[config.mk]
export PLATFORM = sky130hd
export DESIGN_NAME = midi_track_event_parser_flat
export DESIGN_NICKNAME = d
export VERILOG_FILES = /design/src/hdl/mtep_pkg.sv /design/src/hdl/mtep_if.sv /design/src/hdl/midi_track_event_parser.sv /design/src/flat_wrapper.sv
export SDC_FILE = /design/constraint.sdc
export NUM_CORES = 1
export LEC_CHECK = 0
export ABC_AREA = 1
export BUFFER_PORTS_ARGS = -buffer_cell sky130_fd_sc_hd__buf_2
export CAP_MARGIN = 10
export CORE_MARGIN = 1
export CORE_UTILIZATION = 50
export CTS_CLUSTER_DIAMETER = 40
export DETAILED_ROUTE_END_ITERATION = 16
export HOLD_SLACK_MARGIN = 0.05
export PLACE_DENSITY = 0.65
export SLEW_MARGIN = 20
export SYNTH_ARGS = -nofsm -noshare
export SYNTH_HDL_FRONTEND = slang
export SYNTH_SLANG_ARGS = --single-unit
[constraint.sdc]
create_clock -name clock -period 5.98 [get_ports clock]
set_clock_uncertainty 0.05 [all_clocks]
set_input_delay 1.196 -clock clock [delete_from_list [all_inputs] [get_ports clock]]
set_output_delay 1.196 -clock clock [all_outputs]
set_load 0.01 [all_outputs]
[src/hdl/mtep_pkg.sv]
// Types and constants shared by the MIDI track event parser files.
package mtep_pkg;

   localparam logic [1:0] KIND_CHANNEL   = 2'd0;
   localparam logic [1:0] KIND_TEMPO     = 2'd1;
   localparam logic [1:0] KIND_DONE      = 2'd2;
   localparam logic [1:0] KIND_NO_STATUS = 2'd3;

   localparam logic [7:0] STATUS_SYSTEM   = 8'hF0;
   localparam logic [7:0] STATUS_SYSEX    = 8'hF0;
   localparam logic [7:0] STATUS_SYSEX_CT = 8'hF7;
   localparam logic [7:0] STATUS_META     = 8'hFF;
   localparam logic [7:0] ONE_DATA_LO     = 8'hC0;
   localparam logic [7:0] ONE_DATA_HI     = 8'hDF;
   localparam logic [7:0] META_TEMPO      = 8'h51;
   localparam logic [7:0] SKIP_MARK       = 8'hFF;

   localparam int QTY_W    = 28;
   localparam int GROUPS_W = 3;
   localparam logic [GROUPS_W-1:0] VLQ_MAX_GROUPS = 3'd4;
   localparam logic [1:0] TEMPO_BYTES = 2'd3;

   typedef struct packed {
      logic       track_end;
      logic [7:0] data_byte;
   } mtep_req_type;

   typedef struct packed {
      logic [1:0]  kind;
      logic [31:0] delta_ticks;
      logic [31:0] event_time;
      logic [7:0]  status_byte;
      logic        running_used;
      logic [7:0]  first_data;
      logic [7:0]  second_data;
      logic [23:0] tempo_value;
      logic        truncated;
   } mtep_rsp_type;

   function automatic logic one_data(input logic [7:0] status);
      return (status >= ONE_DATA_LO) && (status <= ONE_DATA_HI);
   endfunction

endpackage

[src/hdl/mtep_if.sv]
// Valid/ready channel interfaces for track bytes and parsed events.
interface mtep_req_if;
   import mtep_pkg::*;
   logic         valid;
   logic         ready;
   mtep_req_type payload;
   modport source (output valid, output payload, input ready);
   modport sink (input valid, input payload, output ready);
endinterface

interface mtep_rsp_if;
   import mtep_pkg::*;
   logic         valid;
   logic         ready;
   mtep_rsp_type payload;
   modport source (output valid, output payload, input ready);
   modport sink (input valid, input payload, output ready);
endinterface

[src/hdl/midi_track_event_parser.sv]
// MIDI track event parser: one track byte per beat in, decoded events out.
// A byte accepted lands in the input register and is parsed from there into the
// result register, where its event waits until the sink takes it.
// Throughput: one byte per cycle, set by the single-pass parse step, while the result register is empty or taken.
// Reset (synchronous, active high) empties both registers and clears all
// parse state; a track-end beat clears the parse state the same way.
module midi_track_event_parser (
   input logic clock,
   input logic reset,
   mtep_req_if.sink   req_bus,
   mtep_rsp_if.source rsp_bus
);
   import mtep_pkg::*;

   localparam logic [2:0] PH_DELTA   = 3'd0;
   localparam logic [2:0] PH_STATUS  = 3'd1;
   localparam logic [2:0] PH_DATA1   = 3'd2;
   localparam logic [2:0] PH_DATA2   = 3'd3;
   localparam logic [2:0] PH_UNKNOWN = 3'd4;
   localparam logic [2:0] PH_MTYPE   = 3'd5;
   localparam logic [2:0] PH_LENGTH  = 3'd6;
   localparam logic [2:0] PH_BODY    = 3'd7;

   logic         in_valid_ff;
   mtep_req_type in_data_ff;
   logic         out_valid_ff, out_valid_in;
   mtep_rsp_type out_data_ff, out_data_in;

   logic [2:0]          phase_ff, phase_in;
   logic [QTY_W-1:0]    qty_ff, qty_in;
   logic [GROUPS_W-1:0] groups_ff, groups_in;
   logic [31:0]         pend_ff, pend_in;
   logic [31:0]         abs_ff, abs_in;
   logic [7:0]          last_ff, last_in;
   logic                running_ff, running_in;
   logic [7:0]          held_ff, held_in;
   logic [7:0]          meta_ff, meta_in;
   logic [QTY_W-1:0]    skip_ff, skip_in;
   logic [23:0]         tempo_ff, tempo_in;
   logic [1:0]          seen_ff, seen_in;

   logic                advance, process, has_rsp;
   logic [7:0]          b;
   logic [QTY_W-1:0]    qty_take;
   logic [GROUPS_W-1:0] groups_take;
   logic                qty_done;

   assign advance       = !out_valid_ff || rsp_bus.ready;
   assign process       = in_valid_ff && advance;
   assign req_bus.ready = !in_valid_ff || advance;
   assign rsp_bus.valid = out_valid_ff;
   assign rsp_bus.payload = out_data_ff;

   assign b           = in_data_ff.data_byte;
   assign qty_take    = {qty_ff[QTY_W-8:0], b[6:0]};
   assign groups_take = groups_ff + 1'b1;
   assign qty_done    = !b[7] || (groups_take >= VLQ_MAX_GROUPS);

   always_comb begin
      phase_in   = phase_ff;
      qty_in     = qty_ff;
      groups_in  = groups_ff;
      pend_in    = pend_ff;
      abs_in     = abs_ff;
      last_in    = last_ff;
      running_in = running_ff;
      held_in    = held_ff;
      meta_in    = meta_ff;
      skip_in    = skip_ff;
      tempo_in   = tempo_ff;
      seen_in    = seen_ff;
      has_rsp    = 1'b0;
      out_data_in = '0;
      out_data_in.delta_ticks = pend_ff;
      out_data_in.event_time  = abs_ff;

      if (in_data_ff.track_end) begin
         has_rsp = 1'b1;
         out_data_in.kind      = KIND_DONE;
         out_data_in.truncated = (phase_ff != PH_DELTA) || (groups_ff != '0);
         phase_in   = PH_DELTA;
         qty_in     = '0;
         groups_in  = '0;
         pend_in    = '0;
         abs_in     = '0;
         last_in    = '0;
         running_in = 1'b0;
         held_in    = '0;
         meta_in    = '0;
         skip_in    = '0;
         tempo_in   = '0;
         seen_in    = '0;
      end else begin
         unique case (phase_ff)
            PH_DELTA: begin
               qty_in    = qty_take;
               groups_in = groups_take;
               if (qty_done) begin
                  pend_in   = pend_ff + {4'b0, qty_take};
                  abs_in    = abs_ff + {4'b0, qty_take};
                  qty_in    = '0;
                  groups_in = '0;
                  phase_in  = PH_STATUS;
               end
            end
            PH_STATUS: begin
               if (b[7]) begin
                  running_in = 1'b0;
                  if (b < STATUS_SYSTEM) begin
                     last_in  = b;
                     phase_in = PH_DATA1;
                  end else begin
                     // system statuses cancel running status
                     last_in = '0;
                     if (b == STATUS_META) begin
                        phase_in = PH_MTYPE;
                     end else if (b == STATUS_SYSEX || b == STATUS_SYSEX_CT) begin
                        meta_in  = SKIP_MARK;
                        phase_in = PH_LENGTH;
                     end else begin
                        meta_in  = SKIP_MARK;
                        phase_in = PH_UNKNOWN;
                     end
                  end
               end else if (last_ff == '0) begin
                  phase_in = PH_DELTA;
                  has_rsp  = 1'b1;
                  out_data_in.kind       = KIND_NO_STATUS;
                  out_data_in.first_data = b;
               end else begin
                  running_in = 1'b1;
                  held_in    = b;
                  if (one_data(last_ff)) begin
                     phase_in = PH_DELTA;
                     has_rsp  = 1'b1;
                     out_data_in.kind         = KIND_CHANNEL;
                     out_data_in.status_byte  = last_ff;
                     out_data_in.running_used = 1'b1;
                     out_data_in.first_data   = b;
                  end else begin
                     phase_in = PH_DATA2;
                  end
               end
            end
            PH_DATA1: begin
               held_in = b;
               if (one_data(last_ff)) begin
                  phase_in = PH_DELTA;
                  has_rsp  = 1'b1;
                  out_data_in.kind         = KIND_CHANNEL;
                  out_data_in.status_byte  = last_ff;
                  out_data_in.running_used = running_ff;
                  out_data_in.first_data   = b;
               end else begin
                  phase_in = PH_DATA2;
               end
            end
            PH_DATA2: begin
               phase_in = PH_DELTA;
               has_rsp  = 1'b1;
               out_data_in.kind         = KIND_CHANNEL;
               out_data_in.status_byte  = last_ff;
               out_data_in.running_used = running_ff;
               out_data_in.first_data   = held_ff;
               out_data_in.second_data  = b;
            end
            PH_UNKNOWN: begin
               phase_in = PH_DELTA;
            end
            PH_MTYPE: begin
               meta_in  = b;
               tempo_in = '0;
               seen_in  = '0;
               phase_in = PH_LENGTH;
            end
            PH_LENGTH: begin
               qty_in    = qty_take;
               groups_in = groups_take;
               if (qty_done) begin
                  skip_in   = qty_take;
                  qty_in    = '0;
                  groups_in = '0;
                  if (qty_take == '0) begin
                     phase_in = PH_DELTA;
                     if (meta_ff == META_TEMPO) begin
                        has_rsp = 1'b1;
                        out_data_in.kind        = KIND_TEMPO;
                        out_data_in.status_byte = STATUS_META;
                        out_data_in.tempo_value = tempo_ff;
                     end
                  end else begin
                     phase_in = PH_BODY;
                  end
               end
            end
            PH_BODY: begin
               // shift in the first three body bytes of a tempo event
               if (meta_ff == META_TEMPO && seen_ff < TEMPO_BYTES) begin
                  tempo_in = {tempo_ff[15:0], b};
                  seen_in  = seen_ff + 1'b1;
               end
               skip_in = skip_ff - 1'b1;
               if (skip_in == '0) begin
                  phase_in = PH_DELTA;
                  if (meta_ff == META_TEMPO) begin
                     has_rsp = 1'b1;
                     out_data_in.kind        = KIND_TEMPO;
                     out_data_in.status_byte = STATUS_META;
                     out_data_in.tempo_value = tempo_in;
                  end
               end
            end
         endcase
      end

      // a reported event takes the pending delta with it
      if (has_rsp) begin
         pend_in = '0;
      end
   end

   always_comb begin
      if (process) begin
         out_valid_in = has_rsp;
      end else if (rsp_bus.ready) begin
         out_valid_in = 1'b0;
      end else begin
         out_valid_in = out_valid_ff;
      end
   end

   always_ff @(posedge clock) begin
      if (req_bus.valid && req_bus.ready) begin
         in_data_ff <= req_bus.payload;
      end
      if (process && has_rsp) begin
         out_data_ff <= out_data_in;
      end
   end

   always_ff @(posedge clock) begin
      if (reset) begin
         in_valid_ff  <= 1'b0;
         out_valid_ff <= 1'b0;
         phase_ff     <= PH_DELTA;
         qty_ff       <= '0;
         groups_ff    <= '0;
         pend_ff      <= '0;
         abs_ff       <= '0;
         last_ff      <= '0;
         running_ff   <= 1'b0;
         held_ff      <= '0;
         meta_ff      <= '0;
         skip_ff      <= '0;
         tempo_ff     <= '0;
         seen_ff      <= '0;
      end else begin
         if (req_bus.ready) begin
            in_valid_ff <= req_bus.valid;
         end
         out_valid_ff <= out_valid_in;
         if (process) begin
            phase_ff   <= phase_in;
            qty_ff     <= qty_in;
            groups_ff  <= groups_in;
            pend_ff    <= pend_in;
            abs_ff     <= abs_in;
            last_ff    <= last_in;
            running_ff <= running_in;
            held_ff    <= held_in;
            meta_ff    <= meta_in;
            skip_ff    <= skip_in;
            tempo_ff   <= tempo_in;
            seen_ff    <= seen_in;
         end
      end
   end

endmodule

[src/flat_wrapper.sv]
// flat-port wrapper written by rule: the top's interface ports become plain ports
module midi_track_event_parser_flat import mtep_pkg::*;
  (clock, reset, req_bus_valid, req_bus_payload, req_bus_ready, rsp_bus_valid, rsp_bus_payload, rsp_bus_ready);
  mtep_req_if req_bus_i ();
  mtep_rsp_if rsp_bus_i ();
  input logic clock;
  input logic reset;
  input wire logic [$bits(req_bus_i.valid)-1:0] req_bus_valid;
  input wire logic [$bits(req_bus_i.payload)-1:0] req_bus_payload;
  output wire logic [$bits(req_bus_i.ready)-1:0] req_bus_ready;
  output wire logic [$bits(rsp_bus_i.valid)-1:0] rsp_bus_valid;
  output wire logic [$bits(rsp_bus_i.payload)-1:0] rsp_bus_payload;
  input wire logic [$bits(rsp_bus_i.ready)-1:0] rsp_bus_ready;
  assign req_bus_i.valid = req_bus_valid;
  assign req_bus_i.payload = req_bus_payload;
  assign req_bus_ready = req_bus_i.ready;
  assign rsp_bus_valid = rsp_bus_i.valid;
  assign rsp_bus_payload = rsp_bus_i.payload;
  assign rsp_bus_i.ready = rsp_bus_ready;
  midi_track_event_parser u_core (.clock(clock), .reset(reset), .req_bus(req_bus_i), .rsp_bus(rsp_bus_i));
endmodule
### Yosys cells after proc, flatten, opt, wreduce, memory -nomap -nowiden

Index checks and enable logic that the tools add are counted.

| word-level totals | value |
|---|---|
| memories | 0 |
| bits of input ports | 13 |
| memory bits (writable) | 0 |
| output and inout port bits | 118 |
| logic and storage cells | 188 |
| memory bits (read-only) | 0 |
| flip-flop bits (word level) | 297 |
| bits in latches | 0 |

| cells by class | value |
|---|---|
| shift operators | 0 |
| $add $sub $neg | 5 |
| divide/modulo/power cells | 0 |
| bitwise logic cells | 1 |
| multiplexer cells | 86 |
| equality and inequality tests | 21 |
| reduce and logical (&&, ||, !) cells | 45 |
| $mul | 0 |
| order comparisons | 5 |

Operator list:

| cell | number |
|---|---|
| 32-bit two-way mux | 7 |
| 24-bit two-way mux | 7 |
| 8-bit two-way mux | 16 |
| 24-bit case mux with 2 select lines | 2 |
| 32-bit by 28-bit adder with 32-bit output | 2 |
| 21-bit two-way mux | 3 |
| 28-bit logical NOT | 2 |
| 28-bit two-way mux | 2 |
| 28-bit case mux with 2 select lines | 1 |
| 17-bit two-way mux | 3 |
| 8-bit case mux with 5 select lines | 1 |
| 3-bit two-way mux | 12 |
| 8-bit case mux with 2 select lines | 2 |
| 28-bit by 1-bit subtractor with 28-bit output, second input constant | 1 |
| 9-bit case mux with 3 select lines | 1 |
| 8-bit equality test, second input constant | 3 |
| 3-bit nonzero test | 8 |
| 3-bit case mux with 7 select lines | 1 |
| 2-bit two-way mux | 9 |
| 3-bit by 1-bit != test with 1-bit output, second input constant | 6 |
| 3-bit AND reduction | 6 |
| 1-bit two-way mux | 15 |
| 3-bit equality test, second input constant | 4 |
| 3-bit by 2-bit != test with 1-bit output, second input constant | 4 |
| 25 further kinds | 45 |

### Longest topological paths before layout

Gate-level depths: netlist of the first run.

| depth | value |
|---|---|
| word-level depth | 9 |
| mapped depth | 19 |
| depth with buffers taken out | 18 |

### Worst setup path after synthesis of the first run

Ideal clock, no wire load.

| path | value |
|---|---|
| kind | register -> register |
| from | reg u_core.skip_ff[0] |
| to | reg u_core.out_data_ff, in the netlist u_core.rsp_bus.payload[0] (enable) |
| setup time | 0.469 ns |
| arrival | 3.961 ns |
| cell stages (with the launch flop) | 15 |
| data required time | 5.461 ns |
| path slack | 1.500 ns |
| buffers on the path | 0 |
| period minus slack after synthesis | 4.480 ns |
| cells stage by stage | dfxtp_1 > inv_1 > ha_1 > nand2_1 > nor2_2 > nand3_1 > nand2_1 > nand2_1 > nor2_1 > nand3_1 > nor2_1 > nand4_1 > nand4_1 > nand2_1 > inv_1 |

| between the ends | value |
|---|---|
| cells in the longest elaborated chain, start to end | 6 |

RTL lines:

| element | RTL line | text |
|---|---|---|
| start, declared | midi_track_event_parser.sv:38 | `logic [QTY_W-1:0] skip_ff, skip_in;` |
| start signal, assigned | midi_track_event_parser.sv:272 | `skip_ff <= skip_in;` |
| 28-bit by 1-bit subtractor with 28-bit output | midi_track_event_parser.sv:202 | `skip_in = skip_ff - 1'b1;` |
| 28-bit logical NOT | midi_track_event_parser.sv:203 | `if (skip_in == '0) begin` |
| 1-bit two-way mux | midi_track_event_parser.sv:203 |  |
| 1-bit case mux with 5 select lines | midi_track_event_parser.sv:94 | `unique case (phase_ff)` |
| 1-bit two-way mux | midi_track_event_parser.sv:77 | `if (in_data_ff.track_end) begin` |
| 1-bit logical AND | midi_track_event_parser.sv:236 | `if (process && has_rsp) begin` |
| end signal, assigned | midi_track_event_parser.sv:237 | `out_data_ff <= out_data_in;` |
| end, declared | midi_track_event_parser.sv:27 | `mtep_rsp_type out_data_ff, out_data_in;` |

No other way between the ends.
A chain may end at the register's enable or synchronous reset.

### Final worst setup path of the first run

| path | value |
|---|---|
| from | reg u_core.in_data_ff, in the netlist u_core.b[1] |
| to | reg u_core.out_data_ff, in the netlist u_core.rsp_bus.payload[63] (enable) |

| between the ends | value |
|---|---|
| cells in the longest elaborated chain, start to end | 6 |

RTL lines:

| element | RTL line | text |
|---|---|---|
| start, declared | midi_track_event_parser.sv:25 | `mtep_req_type in_data_ff;` |
| start signal, assigned | midi_track_event_parser.sv:234 | `in_data_ff <= req_bus.payload;` |
| 28-bit logical NOT | midi_track_event_parser.sv:183 | `if (qty_take == '0) begin` |
| 1-bit two-way mux | midi_track_event_parser.sv:183 |  |
| 1-bit two-way mux | midi_track_event_parser.sv:179 | `if (qty_done) begin` |
| 1-bit case mux with 5 select lines | midi_track_event_parser.sv:94 |  |
| 1-bit two-way mux | midi_track_event_parser.sv:77 |  |
| 1-bit logical AND | midi_track_event_parser.sv:236 |  |

No other way between the ends.

==> results of run 1 <==
## per-layer routing
metal / global-route usage / wire length (µm)
met1: 0.3941 / 20820
met4: 0.1176 / 1664
met3: 0.06932 / 3770
met5: 0 / 33
met2: 0.4189 / 19750
## worst reg2reg max path, cell delays in order (launching register included)
cell	delay, ps
edfxtp_1	620
nor4_1	700
nand4_1	240
nor4_1	730
nand2_1	200
nand4_1	420
nand2_1	230
inv_4	580
buf_4	580
## layout by cell type (no fill, tap or decap), drive strengths merged, types with 4 or more instances in the layout
| cell type | count |
|---|---|
| a22oi | 8 |
| nand3b | 31 |
| o221ai | 5 |
| clkbuf | 55 |
| nand2 | 465 |
| o22ai | 8 |
| nor2 | 253 |
| nand3 | 78 |
| nor4 | 15 |
| a211oi | 49 |
| edfxtp | 125 |
| dfxtp | 172 |
| o21a | 4 |
| buf | 141 |
| ha | 61 |
| a31oi | 12 |
| a21boi | 5 |
| clkinv | 15 |
| o21ai | 98 |
| inv | 198 |
| o211ai | 14 |
| nand4 | 33 |
| a21oi | 247 |
| xnor2 | 21 |
| xor2 | 14 |
| nor3 | 20 |
| a21o | 8 |
| or2 | 11 |
## worst paths after layout
path	start	to	cells after the start
setup / recovery	u_core.b[1]	u_core.rsp_bus.payload[63]	8
setup reg to reg	u_core.b[1]	u_core.rsp_bus.payload[63]	8
hold reg to reg	u_core.pend_ff[23]	u_core.rsp_bus.payload[105]	0
hold / removal	u_core.pend_ff[23]	u_core.rsp_bus.payload[105]	0
## sequential cells by signal, summed over array words and instances, names as in the netlist, 2 cells and up
register,cells
u_core.rsp_bus.payload,116
u_core.abs_ff,32
u_core.pend_ff,32
u_core.skip_ff,28
u_core.tempo_ff,24
u_core.qty_ff,21
u_core.b,8
u_core.held_ff,8
u_core.last_ff,8
u_core.meta_ff,8
u_core.groups_ff,3
u_core.phase_ff,3
u_core.seen_ff,2
## kinds of logic after synthesis
kind of cell | count (synthesis)
AND/OR/NAND/NOR | 908
AO/OA/AOI/OAI | 471
flip-flops | 297
buffers and inverters | 269
adder cells (fa/ha/maj) | 63
XOR/XNOR | 35
## where the power goes
group	switching [W]	internal (W)
clock	0.000964	0.00139
sequential	0.0000676	0.00217
combinational	0.000311	0.000150
## layout make-up
type,count,share of cell area
Clock inverter,23,0.01125
Clock buffer,55,0.06179
Sequential cell,297,0.3971
Multi-Input combinational cell,1477,0.4214
Antenna cell,1,0.0001381
Tap cell,396,0.02734
Inverter,194,0.04032
Timing Repair Buffer,141,0.04060
## through the flow
| step | hold WS [ps] | power [W] |
|---|---|---|
| global placement | 387.8 | 0.002729 |
| finish | 410.5 | 0.005053 |
| CTS | 410.7 | 0.005094 |
| global route | 422.9 | 0.005242 |
| floorplan | 375.4 | 0.002591 |
| detailed placement | 397.0 | 0.002735 |
==> qor.yml, run 1 <==
timing:
  hold_viol: 0
  setup-tns-final_ps: 0
  period_share: 0.7859
  max_freq_mhz: 212.8
  tightest_slew_ps: 1063
  maxSlewHeadroom: 0.2903
  setup_ws_ps: 1281
  rsz0062_at_grt: "false"
  slew_violations: 0
  period_minus_slack_ps: 4699
  finalSetupViolCount: 0
die:
  rows: 64
  die-area_um2: 32470
  die_y_um: 180.2
  die_w_um: 180.2
  num_io_pins: 131
  start_util: 0.5136
  core_um2: 30910
global_route:
  grt_pass1_vias: 13407
  overflow: 0
  grt_max_degree: 83
  antenna_found_initial: 2
  grt_pass1_wl_mm: 73.15
  grt.total_usage: 0.2830
logic_synthesis:
  synth.area.mux_share: 0
  avgSynthCellArea_um2: 7.771
  synth_top_family_by_area: "simple AND/OR/NAND/NOR gates"
  synth_top_area_share: 0.2364
  ys_top_cells_by_area: "edfxtp_1, dfxtp_1, nand2_1"
  ys.flop_type: "dfxtp_1"
  synth.ff_latch_count: 297
  yosys-top-cells-count: "nand2_1, a21oi_1, nor2_1"
  synth_top_area_cell: "edfxtp_1"
  synthAdderAreaFrac: 0.05060
  syn_area_um2: 15880
  synthXorXnorAreaFrac: 0.01931
  syn_nets: 2119
  synth.distinct_cells: 49
  synth_compound_area_frac: 0.1680
  synth-edff-count: 125
  synthCells: 2043
  yosys.area_share.simple: 0.2430
  async_reset_ff_frac: 0
  ys_seq_area_frac: 0.4533
  synth.most_common_cell: "nand2_1"
  yosysWarnings: 0
clock_tree:
  cts-root-buf: "clkbuf_16"
  cts_buffers: 42
  cts_tree: "yes"
  cts.sinks: 297
  path_clk_slew_ps: 50
  post_cts_resized: 0
  insertion_delay_ps: 570
  cts_hold_buf: 0
  clockBufferDepth: 3
  htree_levels: 2
  cts_setup_buffers: 0
worst_setup_path:
  max_stage_delay_ps: 730
  crit_arrival_ps: 4870
  critPathTopFamily: "simple AND/OR/NAND/NOR gates"
  critical_path_class: "reg2reg"
  crit_buf_inv: 2
  worstPathRequired_ps: 6150
  cp_cell_sequence: "nor4_1, nand4_1, nor4_1, nand2_1, nand4_1, nand2_1, inv_4, buf_4"
  cp-start-kind: "flop"
  slowest_stage: "nor4_1"
  crit_path_max_fanout: 60
  r2r_setup_slack_ps: 1280
  worst_setup_path_end_kind: "flop"
placed_design:
  io_buffers: 130
  dp_slack_ps: 1385
  placed_area_um2: 16800
  hpwl_mm: 32.63
  place_inst: 2505
  gp_congestion: 0.9731
status:
  outcome: "finished, final reports clean"
detailed_routing:
  vias_per_cell: 5.618
  drcViolationCount: 0
  wire_per_inst_um: 17.82
  via_count: 14518
  firstDrtPassIters: 6
  drtIter0Drc: 1295
  wl_mm: 46.04
  ant_nets: 0
layout:
  layout.nets: 2229
  instances_no_fill: 2584
  regArea_um2: 7197
  multiInputGateArea_um2: 7637
  final_core_util: 0.5863
  drive_gt1_frac: 0.1084
  fillers: 2850
  final_cell_area_um2: 18120
  area_growth_pct: 14.15
power_and_ir_drop:
  leakage_nw: 7.383
  p_per_area_nw_per_um2: 278.8
  ir_worst_vdd_mv: 0.2045
flow_run:
  max-cap-violations: 0
worst_hold_path:
  min_path_type: "reg2reg"
Power figures use the tool's default switching activity.
==> run 2: changes to the inputs <==
==> constraint.sdc (replaced) <==
create_clock -name clock -period 4.36 [get_ports clock]
set_clock_uncertainty 0.05 [all_clocks]
set_input_delay 0.872 -clock clock [delete_from_list [all_inputs] [get_ports clock]]
set_output_delay 0.872 -clock clock [all_outputs]
set_load 0.01 [all_outputs]
==> qor.yml, run 2 (same netlist as run 1, synthesis figures left out) <==
die:
  rows: 64  # unchanged
  core_um2: 30910  # unchanged
  die-area_um2: 32470  # unchanged
  num_io_pins: 131  # unchanged
  die_w_um: 180.2  # unchanged
  die_y_um: 180.2  # unchanged
  start_util: 0.5136  # unchanged
clock_tree:
  cts_buffers: 41  # -2.4%
  cts_tree: "yes"
  htree_levels: 2  # unchanged
  insertion_delay_ps: 550  # -20 ps
  post_cts_resized: 0  # unchanged
  cts.sinks: 297  # unchanged
  clockBufferDepth: 3  # unchanged
  path_clk_slew_ps: 60  # about the same
  cts_hold_buf: 0  # unchanged
  cts-root-buf: "clkbuf_16"
  cts_setup_buffers: 0  # unchanged
layout:
  num_antenna_cells: 0  # -1
  area_growth_pct: 15.71
  final_cell_mix: "nand2_1, a21oi_1, nor2_1, inv_1, dfxtp_1"
  layout.nets: 2234  # +0.22%
  drive_gt1_frac: 0.1127  # +0.004366
  layout_commonest_cell: "nand2_1"
  largest_reg_flops: 116  # unchanged
timing:
  max_freq_mhz: 248.7  # +17%
  hold_viol: 0  # unchanged
  maxSlewHeadroom: 0.3609  # +0.07051
  finalSetupViolCount: 0  # unchanged
  period_share: 0.9222  # +0.1363
  period_minus_slack_ps: 4021  # -678.7 ps
  rsz0062_at_grt: "false"
  slew_violations: 0  # unchanged
  whs_ps: 404.4  # -6.161 ps
  setup-tns-final_ps: 0  # unchanged
  tightest_slew_ps: 958.7  # -104.6 ps
status:
  outcome: "finished, final reports clean"
power_and_ir_drop:
  p_per_area_nw_per_um2: 400.7  # +44%
  leakage_nw: 7.492  # +1.5%
  ir_worst_vdd_mv: 0.3071  # +50%
detailed_routing:
  wire_per_inst_um: 17.74  # -0.47%
  via_count: 14638  # +0.83%
  vias_per_cell: 5.658  # +0.71%
  wl_mm: 45.88  # -0.35%
  drtIter0Drc: 1528  # +18%
  drcViolationCount: 0  # unchanged
  firstDrtPassIters: 5  # -1
  ant_nets: 0  # unchanged
global_route:
  grt_max_degree: 74  # -11%
  grt_pass1_wl_mm: 73.49  # +0.46%
  grt_pass1_vias: 13513  # +0.79%
  grt.total_usage: 0.2815  # -0.001422
  overflow: 0  # unchanged
  antenna_found_initial: 0  # -2
worst_setup_path:
  critical_path_class: "reg2reg"
  crit_arrival_ps: 4120  # -750 ps
  cp-start-kind: "flop"
  worstPathRequired_ps: 4460  # -1690 ps
  worst_setup_path_end_kind: "flop"
  r2r-end: "u_core.rsp_bus.payload[102]"
  crit_path_max_fanout: 73  # +22%
  r2r_setup_slack_ps: 340  # -940 ps
  r2r_cells: 8  # unchanged
  r2r_start: "u_core.b[1]"
worst_hold_path:
  min-delay-start: "u_core.running_ff"
  min_path_type: "reg2reg"
  holdPathStages: 2  # +2
  whs_endpoint: "u_core.running_ff"
placed_design:
  hpwl_mm: 32.47  # -0.50%
  io_buffers: 130  # unchanged
  gp_congestion: 0.9860  # +1.3%
flow_run:
  max-cap-violations: 0  # unchanged
==> run 2: changes by cell type in the layout (fill, tap and decap cells not counted), sizes merged <==
cell,delta
buf,+6
inv,-3
diode,-1
bufinv,+7
clkinv,-1
clkinvlp,+3
clkbuf,-8
==> run 2: worst max path at each step <==
stage / startpoint / end / slack [ps] / cells past startpoint
after global routing: u_core.b[1] / u_core.rsp_bus.payload[103] / 90 / 8
after CTS: u_core.b[1] / u_core.rsp_bus.payload[102] / 290 / 8
after detailed placement: u_core.b[1] / u_core.rsp_bus.payload[54] / 320 / 8
after floorplan: u_core.skip_ff[0] / u_core.rsp_bus.payload[0] / 560 / 13
final: u_core.b[1] / u_core.rsp_bus.payload[102] / 340 / 8
after global placement: u_core.b[1] / u_core.rsp_bus.payload[63] / 430 / 8
==> run 2: through the flow <==
step | cell area [µm²] | cells | worst slack, ps | total power [W] | util
after floorplan | 15880 | 2043 | 556.2 | 0.003552 | -
after global placement | 16850 | 2511 | 427.3 | 0.003747 | 0.5452
after detailed placement | 16850 | 2511 | 322.2 | 0.003756 | 0.5452
after CTS | 18370 | 2587 | 292.4 | 0.007411 | 0.5943
after global routing | 18370 | 2587 | 86.03 | 0.007627 | 0.5943
final | 18370 | 2587 | 339.3 | 0.007361 | 0.5943
==> run 2: critical path: stages (launching register included) <==
cell	delay [ps]
edfxtp_1	620
nor4_1	570
nand4_1	280
nor4_1	710
nand2_1	200
nand4_1	180
nand2_1	140
clkinvlp_4	100
buf_4	720
==> run 2: layout make-up <==
class                   instances  area (µm²)
clock buffers                  47        1090
clock inverters                29       427.9
fillers                      2821       12540
inverters                     194       732.0
multi-input cells            1477        7635
flip-flops and latches        297        7197
well taps                     396       495.5
repair buffers                147       793.3
==> run 2: per-layer routing <==
layer | track usage | vias to the layer above | wire [µm]
met5 | 0 | - | 0
met4 | 0.08137 | 0 | 1006
met3 | 0.03800 | 87 | 2958
met2 | 0.4412 | 515 | 20190
met1 | 0.4050 | 6827 | 21720
li1 | - | 7209 | -
==> run 2: power breakdown <==
part | internal [W] | leakage [nW] | total, W | switching, W
clock | 0.00231 | 0.726 | 0.00365 | 0.00134
combinational | 0.000209 | 4.14 | 0.000637 | 0.000427
sequential | 0.00298 | 2.62 | 0.00307 | 0.0000948
total | 0.00550 | 7.49 | 0.00736 | 0.00186
==> run 3: changes to the inputs <==
--- a/config.mk
+++ b/config.mk
@@ -6,14 +6,14 @@
 export NUM_CORES = 1
 export LEC_CHECK = 0
 export ABC_AREA = 1
-export BUFFER_PORTS_ARGS = -buffer_cell sky130_fd_sc_hd__buf_2
+export BUFFER_PORTS_ARGS = -buffer_cell sky130_fd_sc_hd__buf_4
 export CAP_MARGIN = 10
 export CORE_MARGIN = 1
-export CORE_UTILIZATION = 50
+export CORE_UTILIZATION = 45
 export CTS_CLUSTER_DIAMETER = 40
 export DETAILED_ROUTE_END_ITERATION = 16
 export HOLD_SLACK_MARGIN = 0.05
-export PLACE_DENSITY = 0.65
+export PLACE_DENSITY = 0.59
 export SLEW_MARGIN = 20
 export SYNTH_ARGS = -nofsm -noshare
 export SYNTH_HDL_FRONTEND = slang
==> qor.yml, run 3 (same netlist as run 1, synthesis figures left out) <==
layout:
  num_antenna_cells: 0  # unchanged
  largest_reg_flops: 116  # unchanged
  regArea_um2: 7197  # unchanged
  area_growth_pct: 19.21
  multiInputGateArea_um2: 7635  # unchanged
  final_cell_mix: "nand2_1, a21oi_1, nor2_1, inv_1, dfxtp_1"
  drive_gt1_frac: 0.1178  # +0.005073
  layout_commonest_cell: "nand2_1"
  final_core_util: 0.5466  # -0.04774
  layout.nets: 2245  # +0.49%
  fillers: 3292  # +17%
  final_cell_area_um2: 18930  # +3.0%
worst_setup_path:
  max_stage_delay_ps: 730  # about the same
  r2r-end: "u_core.rsp_bus.payload[58]"
  worstPathRequired_ps: 4570  # +110 ps
  worst_setup_path_end_kind: "flop"
  crit_arrival_ps: 4310  # +190 ps
  r2r_setup_slack_ps: 260  # -80 ps
  r2r_start: "u_core.b[1]"
  crit_buf_inv: 2  # unchanged
  crit_path_end: "u_core.rsp_bus.payload[58]"
  slowest_stage: "nor4_1"
  crit_path_max_fanout: 24  # -67%
  critPathTopFamily: "simple AND/OR/NAND/NOR gates"
  crit_cells: 8  # unchanged
  cp_cell_sequence: "nor4_1, nand4_1, nor4_1, nand2_1, nand4_1, nand2_1, clkinvlp_4, buf_4"
  cp-start-kind: "flop"
  r2r_cells: 8  # unchanged
  critical_path_class: "reg2reg"
  crit_start: "u_core.b[1]"
timing:
  max_freq_mhz: 243.7  # -2.0%
  slew_violations: 0  # unchanged
  finalSetupViolCount: 0  # unchanged
  whs_ps: 409.0  # +4.637 ps
  period_minus_slack_ps: 4103  # +82.13 ps
  setup_ws_ps: 257.1  # -82.13 ps
  hold_viol: 0  # unchanged
  setup-tns-final_ps: 0  # unchanged
  maxSlewHeadroom: 0.3772  # +0.01639
  period_share: 0.9410  # +0.01884
  tightest_slew_ps: 934.1  # -24.59 ps
  rsz0062_at_grt: "false"
die:
  core_um2: 34630  # +12%
  die_y_um: 189.8  # +5.3%
  rows: 68  # +6.3%
  die_w_um: 189.8  # +5.3%
  start_util: 0.4585  # -0.05516
  die-area_um2: 36040  # +11%
  num_io_pins: 131  # unchanged
power_and_ir_drop:
  pwr-share-comb: 0.090  # +0.004
  p_int_w: 0.005555  # +1.0%
  ir_worst_vdd_mv: 0.3154  # +2.7%
  clkPwrFrac: 0.503  # +0.007
  power_frac_seq: 0.408  # -0.010
  swShare: 0.2642  # +0.01144
  switching_power_w: 0.001995  # +7.2%
  leakage_nw: 7.669  # +2.4%
  p_per_area_nw_per_um2: 398.9  # -0.45%
placed_design:
  dp_slack_ps: 256.0  # -66.18 ps
  io_buffers: 130  # unchanged
  gp_congestion: 0.9688  # -1.7%
  hpwl_mm: 35.96  # +11%
  placed_area_um2: 17320  # +2.8%
global_route:
  grt.total_usage: 0.2793  # -0.002261
  grt_pass1_vias: 13523  # +0.074%
  overflow: 0  # unchanged
  grt_pass1_wl_mm: 77.96  # +6.1%
  grt_max_degree: 83  # +12%
  antenna_found_initial: 0  # unchanged
clock_tree:
  clockBufferDepth: 3  # unchanged
  path_clk_slew_ps: 60  # about the same
  cts_setup_buffers: 0  # unchanged
  cts_buffers: 46  # +12%
  cts_tree: "yes"
  cts.sinks: 297  # unchanged
  htree_levels: 2  # unchanged
  cts-root-buf: "clkbuf_16"
  cts_hold_buf: 0  # unchanged
  insertion_delay_ps: 580  # +30 ps
  post_cts_resized: 0  # unchanged
status:
  outcome: "finished, final reports clean"
worst_hold_path:
  min_path_type: "reg2reg"
detailed_routing:
  firstDrtPassIters: 6  # +1
  vias_per_cell: 5.507  # -2.7%
  wl_mm: 50.07  # +9.1%
  ant_nets: 0  # unchanged
  drcViolationCount: 0  # unchanged
  wire_per_inst_um: 18.81  # +6.1%
  via_count: 14660  # +0.15%
  drtIter0Drc: 1213  # -21%
flow_run:
  max-cap-violations: 0  # unchanged
-- run 3: cell types whose count changed in the layout (fill, tap and decap cells not counted), sizes merged --
cell / delta
clkinvlp: -2
bufinv: -4
clkbuf: +11
clkinv: -2
inv: +7
buf: +6
-- run 3: layer usage --
layer  wire length (µm)  up-vias  share of wire  GRT usage
li1                   -     7229              -          -
met1              23800     6863           0.48     0.4078
met2              21960      477           0.44     0.4218
met3               2948       91          0.059    0.04151
met4               1362        0          0.027    0.08809
met5                  0        -              0          0
-- run 3: per-stage QoR --
step	total power, W	std cells
6_report	0.007550	2662
5_1_grt	0.007814	2662
4_1_cts	0.007616	2662
3_5_place_dp	0.003804	2576
3_3_place_gp	0.003800	2576
2_1_floorplan	0.003552	2043
-- run 3: cell type report --
cell class,count,share of cell area
Clock buffer,58,0.06644
Clock inverter,28,0.01851
Inverter,194,0.03867
Multi-Input combinational cell,1477,0.4034
Sequential cell,297,0.3802
Tap cell,455,0.03008
Timing Repair Buffer,153,0.06267
-- run 3: worst min path at each step --
stage / cells after the start / endpoint / slack [ps] / start
after floorplan: 0 / u_core.rsp_bus.payload[100] / 380 / u_core.pend_ff[18]
after global placement: 2 / u_core.running_ff / 390 / u_core.running_ff
after detailed placement: 2 / u_core.running_ff / 400 / u_core.running_ff
after CTS: 1 / u_core.b[7] / 390 / req_bus_payload[7]
after global routing: 1 / u_core.b[7] / 390 / req_bus_payload[7]
final: 0 / u_core.rsp_bus.payload[50] / 410 / u_core.abs_ff[0]
-- run 3: power groups by stage --
stage          sequential [W]  clock, W  combinational, W
2_1_floorplan         0.00310         0          0.000457
3_3_place_gp          0.00313         0          0.000668
3_5_place_dp          0.00313         0          0.000672
4_1_cts               0.00307   0.00387          0.000676
5_1_grt               0.00308   0.00398          0.000756
6_report              0.00308   0.00380          0.000678
